### config.mk
export PLATFORM = sky130hd
export DESIGN_NAME = tmb_merge
export DESIGN_NICKNAME = d
export VERILOG_FILES = /design/src/hdl/tmb_pkg.sv /design/src/hdl/tmb_merge.sv
export SDC_FILE = /design/constraint.sdc
export NUM_CORES = 2
export LEC_CHECK = 0
export CORE_AREA = 2 2 423 425
export CTS_CLUSTER_SIZE = 14
export DETAILED_ROUTE_END_ITERATION = 6
export DIE_AREA = 0 0 425 427
export DONT_BUFFER_PORTS = 1
export SKIP_CTS_REPAIR_TIMING = 1
export SYNTH_ARGS = -nofsm -noshare
export SYNTH_HDL_FRONTEND = slang
export SYNTH_SLANG_ARGS = --single-unit
### constraint.sdc
create_clock -name i_clk -period 21.9 [get_ports i_clk]
set_clock_uncertainty 0.05 [all_clocks]
set_input_delay 1.095 -clock i_clk [delete_from_list [all_inputs] [get_ports i_clk]]
set_output_delay 1.095 -clock i_clk [all_outputs]
set_load 0.02 [all_outputs]
### src/hdl/tmb_pkg.sv
// Shared types and constants of the temporal median background block.
package tmb_pkg;

    localparam int INDEX_BITS      = 12;
    localparam int VALUE_BITS      = 16;
    localparam int WW_BITS         = 5;
    localparam int STRIDE_BITS     = 8;
    localparam int CFG_DATA_BITS   = 8;
    localparam int CFG_IDX_BITS    = 1;

    localparam int PIXEL_COUNT_DEF = 4096;
    localparam int MAX_WINDOW_DEF  = 32;
    localparam int SAMPLE_BITS_DEF = 16;

    localparam logic [WW_BITS-1:0]     WW_RESET     = 5'd11;
    localparam logic [STRIDE_BITS-1:0] STRIDE_RESET = 8'd5;

    typedef enum logic [CFG_IDX_BITS-1:0] {
        CFG_WINDOW_WIDTH = 1'b0,
        CFG_KEY_STRIDE   = 1'b1
    } t_cfg_reg;

    typedef enum logic [2:0] {
        ST_IDLE,
        ST_MUL,
        ST_MOD,
        ST_RD,
        ST_RM,
        ST_INS
    } t_state;

    typedef struct packed {
        logic               key;
        logic               grow;
        logic [WW_BITS-1:0] len;
        logic [WW_BITS-1:0] width;
    } t_merge_ctl;

endpackage

### src/hdl/tmb_merge.sv
// Sorted window update: on a key frame, remove the oldest sample once the window is full, then insert the new one.
module tmb_merge
    import tmb_pkg::*;
#(
    parameter int MAX_WINDOW  = MAX_WINDOW_DEF,
    parameter int SAMPLE_BITS = SAMPLE_BITS_DEF
) (
    input  logic                              i_clk,
    input  logic                              i_en,
    input  t_merge_ctl                        i_ctl,
    input  logic [MAX_WINDOW*SAMPLE_BITS-1:0] i_row,
    input  logic [SAMPLE_BITS-1:0]            i_old,
    input  logic [SAMPLE_BITS-1:0]            i_new,
    output logic [MAX_WINDOW*SAMPLE_BITS-1:0] o_row,
    output logic [SAMPLE_BITS-1:0]            o_median
);

    localparam int CB = $clog2(MAX_WINDOW + 1);
    localparam int SB = $clog2(MAX_WINDOW);

    logic [SAMPLE_BITS-1:0] row   [MAX_WINDOW];
    logic [SAMPLE_BITS-1:0] n_rem [MAX_WINDOW];
    logic [SAMPLE_BITS-1:0] r_rem [MAX_WINDOW];
    logic [SAMPLE_BITS-1:0] nr    [MAX_WINDOW];
    logic [MAX_WINDOW-1:0]  lt;
    logic [MAX_WINDOW-1:0]  le;
    logic [CB-1:0]          d;
    logic [CB-1:0]          p;
    logic [WW_BITS-1:0]     n_len;
    logic [WW_BITS-1:0]     r_len;
    logic [WW_BITS-1:0]     r_width;
    logic [SAMPLE_BITS-1:0] r_new;
    logic                   r_key;
    logic [SB-1:0]          mid;

    // stage 1: drop the element at the lower bound of the old sample
    always_comb begin
        for (int j = 0; j < MAX_WINDOW; j++) begin
            row[j] = i_row[j*SAMPLE_BITS +: SAMPLE_BITS];
            lt[j]  = (j < int'(i_ctl.width)) && (row[j] < i_old);
        end
        d = CB'($countones(lt));
        if (int'(d) >= int'(i_ctl.width)) begin
            d = CB'(int'(i_ctl.width) - 1);
        end
        for (int k = 0; k < MAX_WINDOW; k++) begin
            if (!i_ctl.key || i_ctl.grow || k < int'(d)) begin
                n_rem[k] = row[k];
            end else begin
                n_rem[k] = row[(k + 1 < MAX_WINDOW) ? k + 1 : k];
            end
        end
        n_len = i_ctl.grow ? i_ctl.len : i_ctl.width - WW_BITS'(1);
    end

    always_ff @(posedge i_clk) begin
        if (i_en) begin
            r_rem   <= n_rem;
            r_len   <= n_len;
            r_width <= i_ctl.width;
            r_new   <= i_new;
            r_key   <= i_ctl.key;
        end
    end

    // stage 2: insert after every element not above the new sample
    always_comb begin
        for (int k = 0; k < MAX_WINDOW; k++) begin
            le[k] = (k < int'(r_len)) && (r_rem[k] <= r_new);
        end
        p = CB'($countones(le));
        for (int k = 0; k < MAX_WINDOW; k++) begin
            if (k < int'(p)) begin
                nr[k] = r_rem[k];
            end else if (k == int'(p)) begin
                nr[k] = r_new;
            end else begin
                nr[k] = r_rem[(k > 0) ? k - 1 : 0];
            end
            o_row[k*SAMPLE_BITS +: SAMPLE_BITS] = nr[k];
        end
        mid      = SB'(r_width >> 1);
        o_median = r_key ? nr[mid] : r_rem[mid];
    end

endmodule

==> impl_metrics.tcl <==
set metrics [dict create \
    status "complete, but fails checks" \
    violations "DRC" \
    slew_headroom_pct 6.38 \
    hold_class "input port to flop" \
    tns_ns 0 \
    syn_area_um2 61200 \
    finalNonFillerCells 8834 \
    maxSlewViolCount 0 \
    grt_pass1_wl_mm 513 \
    whs_ns 0.389 \
    die_x_um 425 \
    rsz0062_at_grt "no" \
    dp_cells 8646 \
    startpoint_type "flop" \
    synthCells 6415 \
    cap_viol_max_count 0 \
    synth.net_count 8001 \
    io_pins 1086 \
    synth_ff_type "edfxtp_1" \
    ys_warn_count 0 \
    synth.avg_cell_area_um2 9.54 \
    fmax_mhz 67.3 \
    drive_above_1_share_pct 15.3 \
    fin_crit_ns 14.86 \
    cp_max_fo 23 \
    first_pass_iters 7 \
    track_usage_pct 41.3 \
    drt_iter0_drc 8791 \
    cpPeakStageDelay_ns 1.15 \
    finalNetCount 7956 \
    dr_total_vias 60600 \
    start_util_pct 34.5 \
    crit_arrival_ns 13.71 \
    worst_path_most_repeated_cell "fa_1" \
    crit_required_ns 20.76 \
    clockBufferDepth 3 \
    wirelength_mm 392 \
    min_period_over_period_pct 67.8 \
    rows 155 \
    wire_per_inst_um 44.3 \
    grt_pass1_vias 56900 \
    hold_violations 0 \
    synthDistinctLibCells 103 \
    synth_edf_count 538 \
    gp_congestion 1.06 \
    syn_to_final_growth_pct 9.63 \
    remaining_drc_errors 49 \
    cts_inserted_buffers 74 \
    worstSetupStartpoint "r_new[12]$_DFFE_PP_" \
    die_area_um2 181000 \
    fp.dieH_um 427 \
    crit_path_end_kind "primary output" \
    crit_end "o_median[3]" \
    coreArea_um2 177000 \
    hpwl_mm 306 \
    avgViaCountPerCell 6.86 \
    cts-root-buf "clkbuf_16" \
    critPathKind "flop to primary output" \
    antenna_found_initial 41 \
    tightest_slew_ns 1.40 \
    synth_seq_cells 538 \
    yosysSeqAreaShare_pct 26.4 \
    final_util_pct 37.8 \
    ant_nets 0 \
    crit_slowest_cell "a2111oi_1" \
    setup_violations 0 \
    ys_async_sr_fraction_pct 0 \
    grt_max_degree 539 \
    port_buffers 0 \
    htree_levels 3 \
    cts_tree "done" \
    grt_overflow 0 \
    cts.sinks 538 \
    clk_pin_slew_ns 0.06 \
]
-- cells in the final DEF, fill, tap and decap left out, drive strengths merged, types with 11 or more instances in the layout --
cell     count
and2        19
diode       56
a211oi      72
nand2b      93
a211o       23
a31oi       63
a21boi      14
nor4        28
nand4      126
buf        211
nor2       440
mux2       486
nand3      103
a21oi      450
or2         19
nor2b      100
ha         982
a2111oi     34
edfxtp     538
o2111ai     13
clkinv      25
a22oi       26
clkbuf      88
o21a       112
o211a       17
o21ai      453
fa          46
o31ai       12
o22ai       69
o221ai      29
inv        179
nor3       103
o211ai      67
o311ai      12
nand2      596
mux2i      291
or3         11
a221o       14
a21o       220
mux4        82
-- kinds of logic after synthesis --
| group | count (synthesis) | synth area share (%) |
|---|---|---|
| AOI/OAI and AO/OA | 1803 | 19.1 |
| xor gates and xnor gates | 7 | 0.112 |
| adders and majority gates | 1028 | 21.6 |
| buffers and inverters | 505 | 3.39 |
| DFF | 538 | 26.4 |
| muxes | 859 | 16.7 |
| and+or+nand+nor | 1675 | 12.7 |
-- final cells by class --
type / instances / area, um^2
Antenna cell: 56 / 140
Fill cell: 18000 / 110000
Tap cell: 2355 / 2950
Clock inverter: 41 / 429
Timing Repair Buffer: 211 / 1660
Multi-Input combinational cell: 5372 / 43200
Clock buffer: 88 / 1900
Inverter: 173 / 649
Sequential cell: 538 / 16200
-- flip-flops by register name (all words and copies together), names as in the netlist --
| register | flops |
|---|---|
| r_key | 1 |
| r_len | 5 |
| r_new | 16 |
| r_rem | 512 |
| r_width | 4 |
-- cells in the mapped netlist (14+ instances only) --
master     number  area, um^2
o22ai_1        69         432
a21oi_1       437        2190
mux2i_1       291        2910
nand2_1       596        2240
o21ai_0       423        2120
a2111oi_0      33         289
nor4_1         27         169
nand3_1       102         510
mux2_1         56         631
inv_1         163         612
buf_1          30         113
buf_2          82         410
or2_2          18         113
ha_1          982       12300
clkbuf_1      204         766
a211oi_1       72         541
nor2b_1       100         626
a31oi_1        62         388
o221ai_1       29         254
o211ai_1       64         480
o211a_1        17         170
o21a_1        112         841
nor2_1        434        1630
a21o_1        220        1650
nand2b_1       92         576
nand4_1       126         788
edfxtp_1      538       16200
mux4_2         82        1850
and2_1         19         119
fa_1           46         921
nor3_1         96         480
a22oi_1        26         195
a211o_1        23         201
mux2_2        430        4840
a221o_1        14         140
o21ai_1        29         145
-- how the worst min path moves through the flow --
| stage | startpoint | endpoint | slack [ns] | cells past startpoint |
|---|---|---|---|---|
| 2_1_floorplan | i_ctl[11] | r_key$_DFFE_PP_ | 1.14 | 0 |
| 3_3_place_gp | i_new[0] | r_new[0]$_DFFE_PP_ | 1.14 | 0 |
| 3_5_place_dp | i_new[0] | r_new[0]$_DFFE_PP_ | 1.14 | 0 |
| 5_1_grt | i_new[13] | r_new[13]$_DFFE_PP_ | 0.37 | 0 |
| 4_1_cts | i_row[501] | r_rem[5]$_DFFE_PP_ | 0.35 | 0 |
| 6_report | i_row[501] | r_rem[5]$_DFFE_PP_ | 0.39 | 0 |
-- per-stage QoR --
step,cell area (um^2),worst slack (ns)
3_3_place_gp,64500,8.25
6_report,67100,7.04
4_1_cts,66900,7.41
3_5_place_dp,64500,8.20
2_1_floorplan,61200,11.02
5_1_grt,67000,7.05
-- per-layer routing --
metal | wire length (um) | track usage (%) | vias to the layer above | part of all wire [%]
li1 | - | - | 24600 | -
met1 | 135000 | 45.9 | 29400 | 34
met2 | 168000 | 63.0 | 5002 | 43
met3 | 49200 | 15.5 | 1486 | 13
met4 | 39600 | 33.9 | 20 | 10
met5 | 143 | 0 | - | 0.037
-- critical path, delay by kind of cell, from the launching register on --
kind                     cells  cell delay (ns)
adder cells (fa/ha/maj)      9             4.82
AND/OR/NAND/NOR              7             2.95
AO/OA/AOI/OAI                6             2.92
buffers and inverters        4             1.82
flip-flops                   1             0.42
Power is left out: the tool's default activity adds up to more than one toggle a clock period on the data nets, which glitch-free logic cannot reach.
